<file path="config.mk">
export PLATFORM = sky130hd
export DESIGN_NAME = dmx512_slot_window_receiver
export DESIGN_NICKNAME = d
export VERILOG_FILES = /design/src/rtl/core/dmxswr_pkg.sv /design/src/rtl/core/dmxswr_store.sv /design/src/rtl/core/dmxswr_core.sv /design/src/rtl/core/dmx512_slot_window_receiver.sv
export SDC_FILE = /design/constraint.sdc
export NUM_CORES = 1
export LEC_CHECK = 0
export CAP_MARGIN = 25
export CORE_MARGIN = 5
export CORE_UTILIZATION = 45
export CTS_CLUSTER_SIZE = 24
export DETAILED_ROUTE_END_ITERATION = 8
export DONT_BUFFER_PORTS = 1
export PLACE_DENSITY = 0.67
export RECOVER_POWER = 25
export SLEW_MARGIN = 20
export SYNTH_ARGS = -nofsm -noshare
export SYNTH_HDL_FRONTEND = slang
export SYNTH_SLANG_ARGS = --single-unit
</file>
<file path="constraint.sdc">
create_clock -name clock -period 10.3 [get_ports clock]
set_input_delay 2.06 -clock clock [delete_from_list [all_inputs] [get_ports clock]]
set_output_delay 2.06 -clock clock [all_outputs]
set_load 0.01 [all_outputs]
</file>
<file path="src/rtl/core/dmxswr_pkg.sv">
package dmxswr_pkg;

   // Default number of entries in the slot window store.
   localparam int WINDOW_DEPTH_DEF = 32;

   // DMX512 frame geometry.
   localparam int DMX_SLOTS     = 512;
   localparam int DMX_LAST_SLOT = 511;

   // Field widths.
   localparam int ACTION_W  = 2;
   localparam int BYTE_W    = 8;
   localparam int RIDX_W    = 5;
   localparam int START_W   = 9;
   localparam int LENGTH_W  = 6;
   localparam int COUNT_W   = 10;
   localparam int CSR_IDX_W = 1;
   localparam int CSR_DATA_W = 9;

   // Configuration register indexes.
   localparam logic [CSR_IDX_W-1:0] CSR_START_ADDRESS = 1'd0;
   localparam logic [CSR_IDX_W-1:0] CSR_WINDOW_LENGTH = 1'd1;

   // Reset values of the configuration registers.
   localparam logic [START_W-1:0]  START_ADDRESS_RST = 9'd0;
   localparam logic [LENGTH_W-1:0] WINDOW_LENGTH_RST = 6'd32;

   // Request kinds carried in the input word.
   typedef enum logic [ACTION_W-1:0] {
      ACT_RX    = 2'd0,
      ACT_READ  = 2'd1,
      ACT_CLEAR = 2'd2
   } action_type;

   // Receive phases of the framer.
   typedef enum logic [1:0] {
      PH_STARTUP = 2'd0,
      PH_IDLE    = 2'd1,
      PH_BREAK   = 2'd2,
      PH_DATA    = 2'd3
   } phase_type;

   // One result word.
   typedef struct packed {
      logic [BYTE_W-1:0] read_data;
      logic              updated;
      logic              frame_started;
      logic              value_changed;
      logic [4:0]        window_index;
      logic              slot_captured;
   } result_type;

endpackage

</file>
<file path="src/rtl/core/dmxswr_store.sv">
module dmxswr_store #(
   parameter int WINDOW_DEPTH = dmxswr_pkg::WINDOW_DEPTH_DEF,
   parameter int IDX_W = 5
) (
   input  logic                          clock,
   input  logic                          reset,
   input  logic [IDX_W-1:0]              rd_addr,
   output logic [dmxswr_pkg::BYTE_W-1:0] rd_data,
   input  logic                          wr_en,
   input  logic [IDX_W-1:0]              wr_addr,
   input  logic [dmxswr_pkg::BYTE_W-1:0] wr_data
);
   import dmxswr_pkg::*;

   logic [BYTE_W-1:0] store_ff [WINDOW_DEPTH];

   // Slot values; the whole store is zeroed at reset.
   always_ff @(posedge clock) begin
      if (reset) begin
         for (int i = 0; i < WINDOW_DEPTH; i++) begin
            store_ff[i] <= '0;
         end
      end else if (wr_en) begin
         store_ff[wr_addr] <= wr_data;
      end
   end

   // Single read port; the address is checked against the depth by the caller.
   assign rd_data = store_ff[rd_addr];

endmodule

</file>
<file path="src/rtl/core/dmxswr_core.sv">
module dmxswr_core #(
   parameter int WINDOW_DEPTH = dmxswr_pkg::WINDOW_DEPTH_DEF,
   parameter int IDX_W = 5
) (
   input  logic                            clock,
   input  logic                            reset,
   input  logic                            step_en,
   input  dmxswr_pkg::action_type          action,
   input  logic [dmxswr_pkg::BYTE_W-1:0]   rx_byte,
   input  logic                            frame_error,
   input  logic [dmxswr_pkg::RIDX_W-1:0]   read_index,
   input  logic [dmxswr_pkg::START_W-1:0]  start_address,
   input  logic [dmxswr_pkg::LENGTH_W-1:0] window_length,
   output logic [IDX_W-1:0]                rd_addr,
   input  logic [dmxswr_pkg::BYTE_W-1:0]   rd_data,
   output logic                            wr_en,
   output logic [IDX_W-1:0]                wr_addr,
   output logic [dmxswr_pkg::BYTE_W-1:0]   wr_data,
   output dmxswr_pkg::result_type          result
);
   import dmxswr_pkg::*;

   localparam logic [COUNT_W-1:0] DEPTH_CNT = COUNT_W'(WINDOW_DEPTH);
   localparam logic [COUNT_W-1:0] SLOTS_CNT = COUNT_W'(DMX_SLOTS);

   phase_type            phase_ff, phase_in;
   logic [COUNT_W-1:0]   count_ff, count_in;
   logic                 updated_ff, updated_in;

   logic [COUNT_W-1:0]   start_ext;
   logic [COUNT_W-1:0]   length_ext;
   logic [COUNT_W-1:0]   length_lim;
   logic [COUNT_W-1:0]   offset;
   logic [COUNT_W-1:0]   ridx_ext;
   logic [COUNT_W-1:0]   count_inc;
   logic                 in_window;
   logic                 ridx_ok;
   logic                 is_data_slot;
   logic                 captured;
   logic                 changed;
   logic                 started;

   // Window membership: the length is limited to the store depth, and the slot
   // counter never passes the last slot while a frame is open.
   always_comb begin
      start_ext  = COUNT_W'(start_address);
      length_ext = COUNT_W'(window_length);
      length_lim = (length_ext > DEPTH_CNT) ? DEPTH_CNT : length_ext;
      offset     = count_ff - start_ext;
      in_window  = (count_ff >= start_ext) && (offset < length_lim);
      ridx_ext   = COUNT_W'(read_index);
      ridx_ok    = ridx_ext < DEPTH_CNT;
      count_inc  = count_ff + COUNT_W'(1);
   end

   // A character is a data slot when it arrives in an open frame without error.
   assign is_data_slot = (action == ACT_RX) && (phase_ff == PH_DATA) && !frame_error;

   // Store access: one read address serves both the compare and the read request.
   assign rd_addr  = (action == ACT_READ) ? ridx_ext[IDX_W-1:0] : offset[IDX_W-1:0];
   assign captured = is_data_slot && in_window;
   assign changed  = captured && (rd_data != rx_byte);
   assign wr_en    = step_en && changed;
   assign wr_addr  = offset[IDX_W-1:0];
   assign wr_data  = rx_byte;

   // Next phase and slot counter.
   always_comb begin
      phase_in = phase_ff;
      count_in = count_ff;
      if (action == ACT_RX) begin
         case (phase_ff)
            PH_STARTUP: begin
               phase_in = PH_IDLE;
            end
            PH_BREAK: begin
               if (frame_error) begin
                  count_in = '0;
               end else if (rx_byte == '0) begin
                  phase_in = PH_DATA;
                  count_in = '0;
               end else begin
                  phase_in = PH_IDLE;
               end
            end
            PH_DATA: begin
               if (frame_error) begin
                  phase_in = PH_BREAK;
                  count_in = '0;
               end else begin
                  count_in = count_inc;
                  if (count_inc >= SLOTS_CNT) begin
                     phase_in = PH_IDLE;
                  end
               end
            end
            default: begin
               if (frame_error) begin
                  phase_in = PH_BREAK;
                  count_in = '0;
               end
            end
         endcase
      end
   end

   // Result fields and the sticky change flag.
   always_comb begin
      started    = (action == ACT_RX) && (phase_ff == PH_BREAK) && !frame_error &&
                   (rx_byte == '0);
      updated_in = updated_ff;
      case (action)
         ACT_RX: begin
            if (changed) begin
               updated_in = 1'b1;
            end
         end
         ACT_CLEAR: begin
            updated_in = 1'b0;
         end
         default: begin
            updated_in = updated_ff;
         end
      endcase
      result.slot_captured = captured;
      result.window_index  = captured ? offset[4:0] : 5'd0;
      result.value_changed = changed;
      result.frame_started = started;
      result.updated       = updated_in;
      result.read_data     = ((action == ACT_READ) && ridx_ok) ? rd_data : '0;
   end

   // Framer state registers.
   always_ff @(posedge clock) begin
      if (reset) begin
         phase_ff   <= PH_STARTUP;
         count_ff   <= '0;
         updated_ff <= 1'b0;
      end else if (step_en) begin
         phase_ff   <= phase_in;
         count_ff   <= count_in;
         updated_ff <= updated_in;
      end
   end

endmodule

</file>
<file path="src/rtl/core/dmx512_slot_window_receiver.sv">
// DMX512 slot-window receiver.
// Request words carry one of three requests in req_tuser: a received UART
// character with its framing-error flag, a read of one window entry, or a
// clear of the sticky updated flag. Each request word yields exactly one
// response word on rsp_. Received characters follow the DMX512 framing: a
// framing error is a break, a zero start code opens a frame, and data slots
// inside the window set by start_address and window_length are stored.
// Configuration registers are written on the csr_ channel, which is always
// ready; write them only while no request is in flight.
// A response word becomes valid once its request word has passed the request
// register and then the response register. Throughput is one word per clock
// while rsp_tready is high; the store is a flop array read and written in
// the same cycle, so back-to-back slots see each other's writes.
// When rsp_tready is low the response holds, one more request is held in
// the request register, and req_tready falls until the response is taken.
// Reset is synchronous: it zeros the store, the slot counter and the
// updated flag, restores the register defaults and puts the framer into
// its startup phase, in which the first received character is dropped.
module dmx512_slot_window_receiver #(
   parameter int WINDOW_DEPTH = dmxswr_pkg::WINDOW_DEPTH_DEF
) (
   input  logic                              clock,
   input  logic                              reset,
   input  logic                              req_tvalid,
   output logic                              req_tready,
   input  logic [15:0]                       req_tdata,  // rx_byte, read_index
   input  logic [2:0]                        req_tuser,  // action, frame_error
   output logic                              rsp_tvalid,
   input  logic                              rsp_tready,
   output logic [23:0]                       rsp_tdata,  // slot_captured, window_index,
                                                         // value_changed, frame_started,
                                                         // updated, read_data
   input  logic                              csr_valid,
   output logic                              csr_ready,
   input  logic [dmxswr_pkg::CSR_IDX_W-1:0]  csr_index,
   input  logic [dmxswr_pkg::CSR_DATA_W-1:0] csr_data
);
   import dmxswr_pkg::*;

   localparam int IDX_W = (WINDOW_DEPTH > 1) ? $clog2(WINDOW_DEPTH) : 1;

   logic                 in_valid_ff;
   action_type           action_ff;
   logic [BYTE_W-1:0]    byte_ff;
   logic                 ferr_ff;
   logic [RIDX_W-1:0]    ridx_ff;
   logic                 rsp_valid_ff, rsp_valid_in;
   result_type           rsp_ff;
   logic [START_W-1:0]   start_ff;
   logic [LENGTH_W-1:0]  length_ff;

   logic                 step_en;
   logic [IDX_W-1:0]     rd_addr;
   logic [BYTE_W-1:0]    rd_data;
   logic                 wr_en;
   logic [IDX_W-1:0]     wr_addr;
   logic [BYTE_W-1:0]    wr_data;
   result_type           result;

   // The held request advances when the response register is free or draining.
   assign step_en    = in_valid_ff && (!rsp_valid_ff || rsp_tready);
   assign req_tready = !in_valid_ff || step_en;
   assign csr_ready  = 1'b1;

   // Configuration registers.
   always_ff @(posedge clock) begin
      if (reset) begin
         start_ff  <= START_ADDRESS_RST;
         length_ff <= WINDOW_LENGTH_RST;
      end else if (csr_valid) begin
         case (csr_index)
            CSR_START_ADDRESS: start_ff  <= csr_data[START_W-1:0];
            CSR_WINDOW_LENGTH: length_ff <= csr_data[LENGTH_W-1:0];
            default: begin
               start_ff <= start_ff;
            end
         endcase
      end
   end

   // Request register.
   always_ff @(posedge clock) begin
      if (reset) begin
         in_valid_ff <= 1'b0;
      end else if (req_tready) begin
         in_valid_ff <= req_tvalid;
      end
   end

   always_ff @(posedge clock) begin
      if (req_tready && req_tvalid) begin
         action_ff <= action_type'(req_tuser[1:0]);
         ferr_ff   <= req_tuser[2];
         byte_ff   <= req_tdata[7:0];
         ridx_ff   <= req_tdata[12:8];
      end
   end

   // Response register.
   always_comb begin
      rsp_valid_in = rsp_valid_ff;
      if (step_en) begin
         rsp_valid_in = 1'b1;
      end else if (rsp_tready) begin
         rsp_valid_in = 1'b0;
      end
   end

   always_ff @(posedge clock) begin
      if (reset) begin
         rsp_valid_ff <= 1'b0;
      end else begin
         rsp_valid_ff <= rsp_valid_in;
      end
   end

   always_ff @(posedge clock) begin
      if (step_en) begin
         rsp_ff <= result;
      end
   end

   assign rsp_tvalid = rsp_valid_ff;
   assign rsp_tdata  = {7'd0, rsp_ff};

   dmxswr_core #(
      .WINDOW_DEPTH (WINDOW_DEPTH),
      .IDX_W        (IDX_W)
   ) u_core (
      .clock         (clock),
      .reset         (reset),
      .step_en       (step_en),
      .action        (action_ff),
      .rx_byte       (byte_ff),
      .frame_error   (ferr_ff),
      .read_index    (ridx_ff),
      .start_address (start_ff),
      .window_length (length_ff),
      .rd_addr       (rd_addr),
      .rd_data       (rd_data),
      .wr_en         (wr_en),
      .wr_addr       (wr_addr),
      .wr_data       (wr_data),
      .result        (result)
   );

   dmxswr_store #(
      .WINDOW_DEPTH (WINDOW_DEPTH),
      .IDX_W        (IDX_W)
   ) u_store (
      .clock   (clock),
      .reset   (reset),
      .rd_addr (rd_addr),
      .rd_data (rd_data),
      .wr_en   (wr_en),
      .wr_addr (wr_addr),
      .wr_data (wr_data)
   );

endmodule
</file>
==> flow_summary_export.csv, run 1 <==
group,metric,value,unit
clock_tree,post_cts_buffers,0,
finish,final_nets,1302,
finish,final_common_cell,"edfxtp_1",
yosys,synth-seq-cells,319,
sta,period_needed,7.83,ns
setup_path,cp-start-kind,"flip-flop",
floorplan,coreArea,33400,um^2
clock_tree,cts_tree,"built",
yosys,synthTopCellsByArea,"edfxtp_1 57%, nor3_1 8.9%, mux2i_1 4.4%",
route,post_drt_wl_per_cell,23.4,um
setup_path,critPathRequiredTime,10.42,ns
worst_hold_path,holdCritStartpoint,"start_ff[8]",
placement,place_inst,1660,
clock_tree,ctsResizeCount,0,
finish,drive_gt1_share,5.80,%
grt,gr-total-overflow,0,
clock_tree,clkTransAtPathRegs,0.06,ns
floorplan,initial_utilization,45.4,%
finish,fillers,3031,
setup_path,cp_max_fo,214,
yosys,synth_top_cell_by_area,"edfxtp_1",
route,detail_route.wirelength,40.3,mm
power,leakage,0.00516,uW
yosys,ys_types,60,
sta,fin_skew,0.0321,ns
power,power_density,185,nW/um^2
finish,fin_cells,1723,
clock_tree,cts.sinks,319,
sta,relSlewSlack,4.02,%
yosys,ys_seq_area_share,61.3,%
floorplan,die_w,193,um
worst_hold_path,hp-class,"reg -> reg",
sta,setup_viol_count_final,0,
finish,diodes,0,
setup_path,path_class,"reg -> reg",
clock_tree,htree_levels,2,
clock_tree,ctsHoldBuffers,0,
grt,track_usage,20.6,%
yosys,synth_cells,1308,
route,vias_per_cell,6.19,
setup_path,crit_start,"u_core.count_ff[0]",
grt,grt_pass1_wl,60.2,mm
setup_path,cpPeakStageDelay,1.01,ns
grt,grt_max_degree,215,
setup_path,cp.arrival,7.95,ns
route,drt_iter0_markers,1098,
run_status,status,"complete, no violations",
sta,whs,0.448,ns
sta,fmax,0.128,GHz
route,dr.pass1.iters,5,
setup_path,end_kind,"flip-flop",
floorplan,dieArea,37400,um^2
route,num_vias,10700,
clock_tree,clock_latency,0.53,ns
yosys,ys.flop_type,"edfxtp_1",
yosys,synthArstFlopShare,0,%
grt,antenna_found_initial,0,
placement,place_hpwl,26.7,mm
placement,port_buffers,0,
sta,finalHoldViolCount,0,
sta,fin_setup_tns,0,ns
yosys,syn_area_per_cell,11.6,um^2
power,peakVddDrop,0.000140,V
yosys,synth_edf_count,289,
setup_path,r2r-start,"u_core.count_ff[0]",
sta,rsz0062_at_grt,"false",
route,ant_nets,0,
floorplan,die_h,193,um
flow_run,maxCapViolCount,0,
sta,finalCritPeriodShare,76.0,%
finish,design_area,16400,um^2
grt,grt_pass1_vias,10300,
floorplan,num_rows,67,
sta,slew_violations,0,
sta,worst_slack,2.47,ns
finish,syn_to_final_growth,8.14,%
floorplan,ios,61,
finish,final_cell_mix,"289 x edfxtp_1, 270 x nor3_1, 118 x nand2_1, 67 x mux2i_1, 62 x a221oi_1",
yosys,synth_top_area_share,57.3,%
clock_tree,cts_buffer_depth,3,
yosys,yosys_warnings,0,
clock_tree,cts_buffers,35,
clock_tree,clock-root-buffer,"clkbuf_16",
placement,place_ws,3.93,ns
setup_path,cp_slowest_cell,"mux2_1",
placement,gp_congestion,1.08,
setup_path,path_cells,"inv_1 > ha_1 > fa_1 > xor2_1 > inv_1 > mux2_1 > a221oi_1 > o21ai_0 > a21boi_0 > or4_1 > xor2_1 > nand4_1 > o21ai_0 > buf_12 > o21bai_1",
yosys,syn_area,15100,um^2
route,drc,0,
placement,placed_area,15200,um^2
sta,worst_slew_pin_slew,1.44,ns
final timing paths:
path | to | depth (start not counted) | slack (ns)
setup reg to reg | u_store.store_ff[8][1] | 15 | 2.47
hold / removal | start_ff[8] | 2 | 0.45
setup / recovery | u_store.store_ff[8][1] | 15 | 2.47
hold reg to reg | start_ff[8] | 2 | 0.45
layer usage:
layer | part of all wire, % | GRT usage, % | vias to the layer above | wire (um)
li1 | - | - | 4849 | -
met1 | 39 | 26.8 | 5223 | 15800
met2 | 48 | 33.6 | 475 | 19300
met3 | 8.5 | 3.97 | 111 | 3420
met4 | 4.4 | 9.55 | 0 | 1780
met5 | 0 | 0 | - | 0
sequential cells by signal (all words and copies together), names as in the netlist:
signal and count:
ridx_ff 5, u_core.count_ff 10, length_ff 6, byte_ff 8, start_ff 9, u_core.phase_ff 2, u_store.store_ff 256, ferr_ff 1
u_core.updated_ff 1, in_valid_ff 1, rsp_tvalid 1, rsp_tdata 17, action_ff 2
stage by stage:
stage / utilization (%) / total power, uW
finish: 49.1 / 3030
CTS: 49.0 / 3030
detailed placement: 45.7 / 1830
floorplan: - / 1730
global placement: 45.6 / 1820
global route: 49.1 / 3110
power by group:
group          internal (uW)  switching, uW  total [uW]
sequential              1450           21.9        1480
combinational           96.3            241         337
clock                    715            498        1210
synth_stat cells (all sizes together) (11+ instances only):
cell type / instances
nor3: 270
edfxtp: 289
nor2: 61
nand2: 121
dfxtp: 30
o21ai: 62
ha: 14
inv: 22
a21oi: 36
o21bai: 32
a21boi: 12
clkbuf: 55
a221oi: 62
xor2: 11
mux2i: 68
buf: 59
critical path: cells and delay by family (launching register included):
kind,cells,cell delay [ns]
compound gates,5,2.25
xor+xnor,2,1.19
fa+ha+maj,2,0.62
buf+inv,3,1.34
flops,1,0.34
mux,1,1.01
simple gates,2,0.51
cells by family (layout without fill, tap and decap cells):
family,after synthesis,in the layout,share of synthesized area (%)
AND/OR/NAND/NOR,507,507,15.8
flip-flops,319,319,61.3
AO/OA/AOI/OAI,245,245,11.3
buffers and inverters,136,97,4.72
multiplexers,70,70,4.73
adder cells (fa/ha/maj),15,15,1.29
XOR/XNOR,14,14,0.859
other,2,8,0.0496
area by class of cell:
cell class / instances / area [um^2] / share of cell area [%]
flip-flops and latches: 319 / 9280 / 56.7
multi-input cells: 859 / 5190 / 31.7
clock buffers: 44 / 931 / 5.68
well taps: 448 / 561 / 3.42
repair buffers: 16 / 171 / 1.05
clock inverters: 15 / 161 / 0.986
inverters: 22 / 82.6 / 0.504
No activity file was read; power rests on OpenSTA's default activity.
==> inputs of run 2 (changes only) <==
- ABC_AREA: unset -> 1
- PLACE_DENSITY: 0.67 -> 0.69
- clock period: 10.3 -> 7 ns (I/O delays scaled with it)
==> run 2 against run 1 <==
- the run now ends with capacitance limit, slew limit left
- worst hold slack gained 0.020 ns
- die area increased by 0.50%
- sequential power is 47% higher
- combinational power grew 88%
- register-to-register slack lost 1.6 ns
- synthesized cell count is 21% higher
- first-iteration DRC count increased by 22%
- non-clock buffer count is 31 higher
- critical path type unchanged
- critical endpoint is now u_store.store_ff[21][0]
- largest power group unchanged
- highest routed layer unchanged
==> flow_summary_export.csv, run 2 <==
group,metric,value,unit
yosys,yosysMostFrequentCell,"nand2_1",
route,detail_route.wirelength,39.7,mm
clock_tree,cts_tree,"built",
grt,grt_util_met3,3.39,%
finish,final_common_cell,"nand2_1",
power,p_sw_share,27.1,%
yosys,synth_top_cell_by_area,"edfxtp_1",
run_status,status,"finished, violations left",
setup_path,cp-start-kind,"flip-flop",
yosys,yosys_warnings,0,
sta,relSlewSlack,-57.6,%
grt,grt_max_degree,65,
setup_path,cp_slowest_cell,"nand4_1",
setup_path,end_kind,"flip-flop",
yosys,syn_area_per_cell,9.64,um^2
yosys,ys_types,41,
setup_path,rr_worst_depth,20,
yosys,synth.area.mux_share,0,%
finish,fin_util,49.5,%
finish,final_cell_mix,"328 x nand2_1, 289 x edfxtp_1, 278 x nand3_1, 255 x nor3_1, 54 x nor2_1",
power,p_int,3260,uW
floorplan,dieArea,37600,um^2
finish,fillers,2997,
placement,port_buffers,0,
sta,rsz0062_at_grt,"false",
worst_hold_path,whs_path_depth,2,
floorplan,die_h,194,um
sta,fmax,0.164,GHz
route,drt_iter0_markers,1339,
power,clock_power_share,37.4,%
sta,finalCritPeriodShare,87.1,%
clock_tree,clock-root-buffer,"clkbuf_16",
sta,setup_viol_count_final,0,
clock_tree,cts.sinks,319,
grt,track_usage,20.6,%
sta,slew_violations,67,
power,power_frac_seq,48.5,%
worst_hold_path,hp-class,"reg -> reg",
yosys,synth_compound_area_share,3.51,%
placement,place_hpwl,24.0,mm
sta,finalHoldViolCount,0,
clock_tree,post_cts_buffers,0,
setup_path,cpPeakStageDelay,0.80,ns
clock_tree,cts_buffer_depth,3,
setup_path,r2r-start,"u_core.count_ff[0]",
route,num_vias,11600,
power,leakage,0.00585,uW
run_status,violations,"capacitance limit, slew limit",
floorplan,coreArea,33400,um^2
yosys,synth_edf_count,289,
route,vias_per_cell,5.80,
yosys,synthTopCellsByArea,"edfxtp_1 57%, nand3_1 9.1%, nor3_1 8.4%",
grt,grt_pass1_wl,61.5,mm
clock_tree,clkTransAtPathRegs,0.06,ns
flow_run,maxCapViolCount,2,
floorplan,ios,61,
sta,worst_slew_pin_slew,2.36,ns
setup_path,cp_max_fo,35,
finish,diodes,0,
finish,syn_to_final_growth,8.87,%
route,drc,0,
floorplan,num_rows,67,
clock_tree,htree_levels,2,
setup_path,cp_top_family,"simple AND/OR/NAND/NOR gates",
setup_path,critPathRequiredTime,7.23,ns
clock_tree,ctsResizeCount,0,
yosys,ys.flop_type,"edfxtp_1",
placement,placed_area,15600,um^2
sta,fin_skew,0.0168,ns
setup_path,crit_top_cell,"nand3_1",
yosys,synth-seq-cells,319,
finish,design_area,16600,um^2
clock_tree,clock_latency,0.51,ns
power,switching_power,1210,uW
floorplan,die_w,194,um
grt,antenna_found_initial,0,
floorplan,initial_utilization,45.5,%
yosys,synthArstFlopShare,0,%
setup_path,cp.arrival,6.32,ns
yosys,syn_area,15200,um^2
clock_tree,ctsHoldBuffers,0,
placement,place_inst,1946,
worst_hold_path,holdCritStartpoint,"start_ff[7]",
grt,grt_use_met1,27.6,%
power,power_density,270,nW/um^2
finish,drive_gt1_share,6.62,%
setup_path,r2r-end,"u_store.store_ff[21][0]",
yosys,ys_seq_area_share,61.0,%
route,post_drt_wl_per_cell,19.8,um
route,dr.pass1.iters,5,
finish,fin_cells,2003,
worst_hold_path,holdPathEnd,"start_ff[7]",
power,p_comb_share,14.1,%
yosys,synth-xor-area-share,0.460,%
placement,gp_congestion,0.851,
grt,gr-total-overflow,0,
setup_path,path_cells,"inv_1 > ha_1 > fa_1 > inv_1 > nand2_1 > nand2_2 > buf_12 > nand3_1 > nand3_1 > nand3_1 > nand3_1 > nand3_1 > nand2_1 > nand2_1 > nor2_1 > nand2_1 > nand4_1 > buf_4 > o21ai_0 > buf_4",
finish,largest-register,"u_store.store_ff",
sta,period_needed,6.10,ns
grt,use_met2,33.7,%
yosys,synth_cells,1579,
power,peakVddDrop,0.000180,V
setup_path,rrSetupSlack,0.90,ns
finish,largest_reg_flops,256,
yosys,synth_top_area_share,57.0,%
grt,gr-max-usage-layer,"met2",
grt,grt_pass1_vias,11100,
yosys,synth.top_cells.by_count,"329 x nand2_1, 289 x edfxtp_1, 277 x nand3_1",
setup_path,path_class,"reg -> reg",
yosys,synth_top_family_by_area,"simple AND/OR/NAND/NOR gates",
route,ant_nets,0,
yosys,synth-simple-area-share,28.1,%
setup_path,crit_buf_inv,5,
yosys,synth_fa_ha_area_share,1.28,%
clock_tree,cts_buffers,34,
sta,fin_setup_tns,0,ns
finish,final_nets,1583,
## run 2: worst max-delay path by stage
stage,slack [ns],end,start,cells after the start
floorplan,3.27,u_store.store_ff[1][0],start_ff[2],14
global placement,1.53,u_store.store_ff[21][0],u_core.count_ff[0],20
detailed placement,1.44,u_store.store_ff[21][2],u_core.count_ff[0],20
CTS,1.45,u_store.store_ff[21][0],u_core.count_ff[0],20
global route,0.51,u_store.store_ff[18][1],u_core.count_ff[0],20
finish,0.90,u_store.store_ff[21][0],u_core.count_ff[0],20
## run 2: cells by family after synthesis
kind of cell / after synthesis
buffers and inverters: 200
adder cells (fa/ha/maj): 15
AO/OA/AOI/OAI: 99
other: 2
flip-flops: 319
XOR/XNOR: 8
AND/OR/NAND/NOR: 936
## run 2: through the flow
step / worst slack, ns / hold WS [ns] / power (uW)
floorplan: 3.27 / 0.435 / 2630
global placement: 1.53 / 0.447 / 2810
detailed placement: 1.44 / 0.454 / 2830
CTS: 1.45 / 0.464 / 4470
global route: 0.515 / 0.494 / 4630
finish: 0.901 / 0.468 / 4470
## run 2: power by group through the flow
| stage | Clock (uW) | Combinational, uW | Sequential [uW] |
|---|---|---|---|
| finish | 1670 | 632 | 2170 |
| global route | 1760 | 692 | 2170 |
| CTS | 1680 | 623 | 2170 |
| detailed placement | 0 | 621 | 2210 |
| global placement | 0 | 608 | 2200 |
| floorplan | 0 | 435 | 2200 |
## run 2: tightest hold or removal path, stage by stage, from the launching register on
cell     delay [ns]
dfxtp_1        0.29
inv_1          0.06
a21oi_1        0.06
## run 2: per-layer routing
layer	wire [um]	share of wire, %
met1	16100	41
met2	19300	49
met3	2940	7.4
met4	1370	3.5
met5	0	0
## run 2: final cells by class
type	instances	area, um^2	area share [%]
sequential	319	9280	56.0
timing repair buffer	47	368	2.22
inverter	66	248	1.49
tap	448	561	3.38
multi-input combinational	1066	5110	30.8
clock inverter	13	88.8	0.536
clock buffer	44	920	5.55
==> inputs of run 3 (changes only) <==
- PLACE_DENSITY: 0.69 -> 0.67
- clock period: 7 -> 7.3 ns (I/O delays scaled with it)
==> run 3 against run 2 <==
- the run still ends with capacitance limit, slew limit left
- first-iteration DRC count down 18%
- sequential cell count is the same
- worst hold slack worse by 0.0014 ns
- final area about the same
- register-to-register slack improved by 0.17 ns
- cell count down 0.20%
- combinational power fell by 4.3%
- core utilization barely moved
- critical endpoint is now u_store.store_ff[26][4]
- highest routed layer is now met5
==> flow_summary_export.csv, run 3 (synthesis gave the netlist of run 2 again) <==
group,metric,value,unit
clock_tree,clock_latency,0.52,ns
finish,final_nets,1573,
route,drc,0,
setup_path,path_class,"reg -> reg",
setup_path,crit_buf_inv,4,
power,power_density,260,nW/um^2
floorplan,num_rows,67,
setup_path,cp.arrival,6.37,ns
route,vias_per_cell,5.77,
route,num_vias,11500,
route,drt_iter0_markers,1101,
finish,largest-register,"u_store.store_ff",
power,leakage,0.00581,uW
clock_tree,clkTransAtPathRegs,0.06,ns
clock_tree,ctsResizeCount,0,
grt,grt_pass1_wl,61.0,mm
setup_path,cpPeakStageDelay,1.22,ns
finish,design_area,16600,um^2
finish,final_common_cell,"nand2_1",
clock_tree,clock-root-buffer,"clkbuf_16",
placement,port_buffers,0,
sta,finalHoldViolCount,0,
power,peakVddDrop,0.000152,V
setup_path,cp-start-kind,"flip-flop",
setup_path,crit_top_cell,"nand2_1",
floorplan,initial_utilization,45.5,%
worst_hold_path,hp-class,"reg -> reg",
sta,fmax,0.160,GHz
floorplan,dieArea,37600,um^2
flow_run,maxCapViolCount,2,
sta,rsz0062_at_grt,"false",
run_status,violations,"capacitance limit, slew limit",
sta,period_needed,6.23,ns
grt,track_usage,20.2,%
route,ant_nets,0,
run_status,status,"finished, violations left",
grt,antenna_found_initial,3,
sta,setup_viol_count_final,0,
sta,fin_skew,0.0241,ns
clock_tree,post_cts_buffers,0,
sta,relSlewSlack,-59.2,%
clock_tree,cts_tree,"built",
setup_path,path_cells,"inv_1 > ha_1 > fa_1 > inv_1 > nand2_1 > nand2_1 > buf_4 > nand3_1 > nand3_1 > nand3_1 > nand3_1 > nand2_1 > nand2_1 > nand2_1 > nand2_1 > nor2_1 > nand2_2 > nand4_4 > buf_4 > o21ai_1",
sta,finalCritPeriodShare,85.4,%
floorplan,die_w,194,um
floorplan,coreArea,33400,um^2
setup_path,cp_max_fo,39,
route,post_drt_wl_per_cell,19.7,um
clock_tree,cts_buffers,34,
sta,fin_setup_tns,0,ns
setup_path,critPathRequiredTime,7.44,ns
grt,grt_max_degree,70,
route,dr.pass1.iters,6,
placement,place_hpwl,23.6,mm
route,detail_route.wirelength,39.4,mm
finish,final_cell_mix,"328 x nand2_1, 289 x edfxtp_1, 278 x nand3_1, 255 x nor3_1, 54 x nor2_1",
sta,whs,0.467,ns
floorplan,ios,61,
placement,gp_congestion,0.878,
clock_tree,cts.sinks,319,
finish,drive_gt1_share,6.33,%
grt,gr-total-overflow,0,
sta,worst_slew_pin_slew,2.39,ns
grt,grt_pass1_vias,11000,
floorplan,die_h,194,um
placement,placed_area,15500,um^2
sta,slew_violations,74,
finish,fin_util,49.5,%
clock_tree,htree_levels,2,
finish,syn_to_final_growth,8.86,%
clock_tree,ctsHoldBuffers,0,
setup_path,end_kind,"flip-flop",
finish,largest_reg_flops,256,
clock_tree,cts_buffer_depth,3,
setup_path,cp_top_family,"simple AND/OR/NAND/NOR gates",
setup_path,cp_slowest_cell,"nand2_1",
run 3: worst paths after layout:
kind / from / slack, ns / cells after the start / endpoint
max: u_core.count_ff[0] / 1.07 / 20 / u_store.store_ff[26][4]
min: start_ff[7] / 0.47 / 2 / start_ff[7]
max reg2reg: u_core.count_ff[0] / 1.07 / 20 / u_store.store_ff[26][4]
min reg2reg: start_ff[7] / 0.47 / 2 / start_ff[7]
run 3: layout make-up:
class / count / area, um^2
flip-flops and latches: 319 / 9280
well taps: 448 / 561
diodes: 2 / 5.00
inverters: 66 / 248
multi-input cells: 1066 / 5150
repair buffers: 37 / 292
clock inverters: 15 / 145
clock buffers: 46 / 896
fillers: 3037 / 16900
run 3: per-layer routing:
metal  track usage, %  up-vias  wire length (um)
li1                 -     5470                 -
met1             27.2     5528             16100
met2             34.2      443             19100
met3             2.83       86              2900
met4             6.54        2              1190
met5                0        -                13
run 3: report_power, final:
group | internal, uW | total (uW) | switching, uW
registers | 2050 | 2080 | 24.1
clock network | 939 | 1620 | 683
logic | 149 | 605 | 456
total | 3140 | 4310 | 1160
run 3: worst register-to-register path, cell delays in order (launching register included):
cell and delay (ns):
dfxtp_1 0.38, inv_1 0.08, ha_1 0.20, fa_1 0.57, inv_1 0.18, nand2_1 0.08, nand2_1 1.22, buf_4 0.52
nand3_1 0.13, nand3_1 0.14, nand3_1 0.17, nand3_1 0.18, nand2_1 0.07, nand2_1 0.06, nand2_1 0.05, nand2_1 0.07
nor2_1 0.06, nand2_2 0.16, nand4_4 0.47, buf_4 0.47, o21ai_1 0.62
run 3: through the flow:
| step | instances | total power, uW | setup WS (ns) |
|---|---|---|---|
| finish | 1999 | 4310 | 1.07 |
| global route | 1997 | 4460 | 0.648 |
| global placement | 1934 | 2690 | 1.62 |
| floorplan | 1585 | 2530 | 3.57 |
| CTS | 1996 | 4310 | 1.62 |
| detailed placement | 1935 | 2710 | 1.63 |
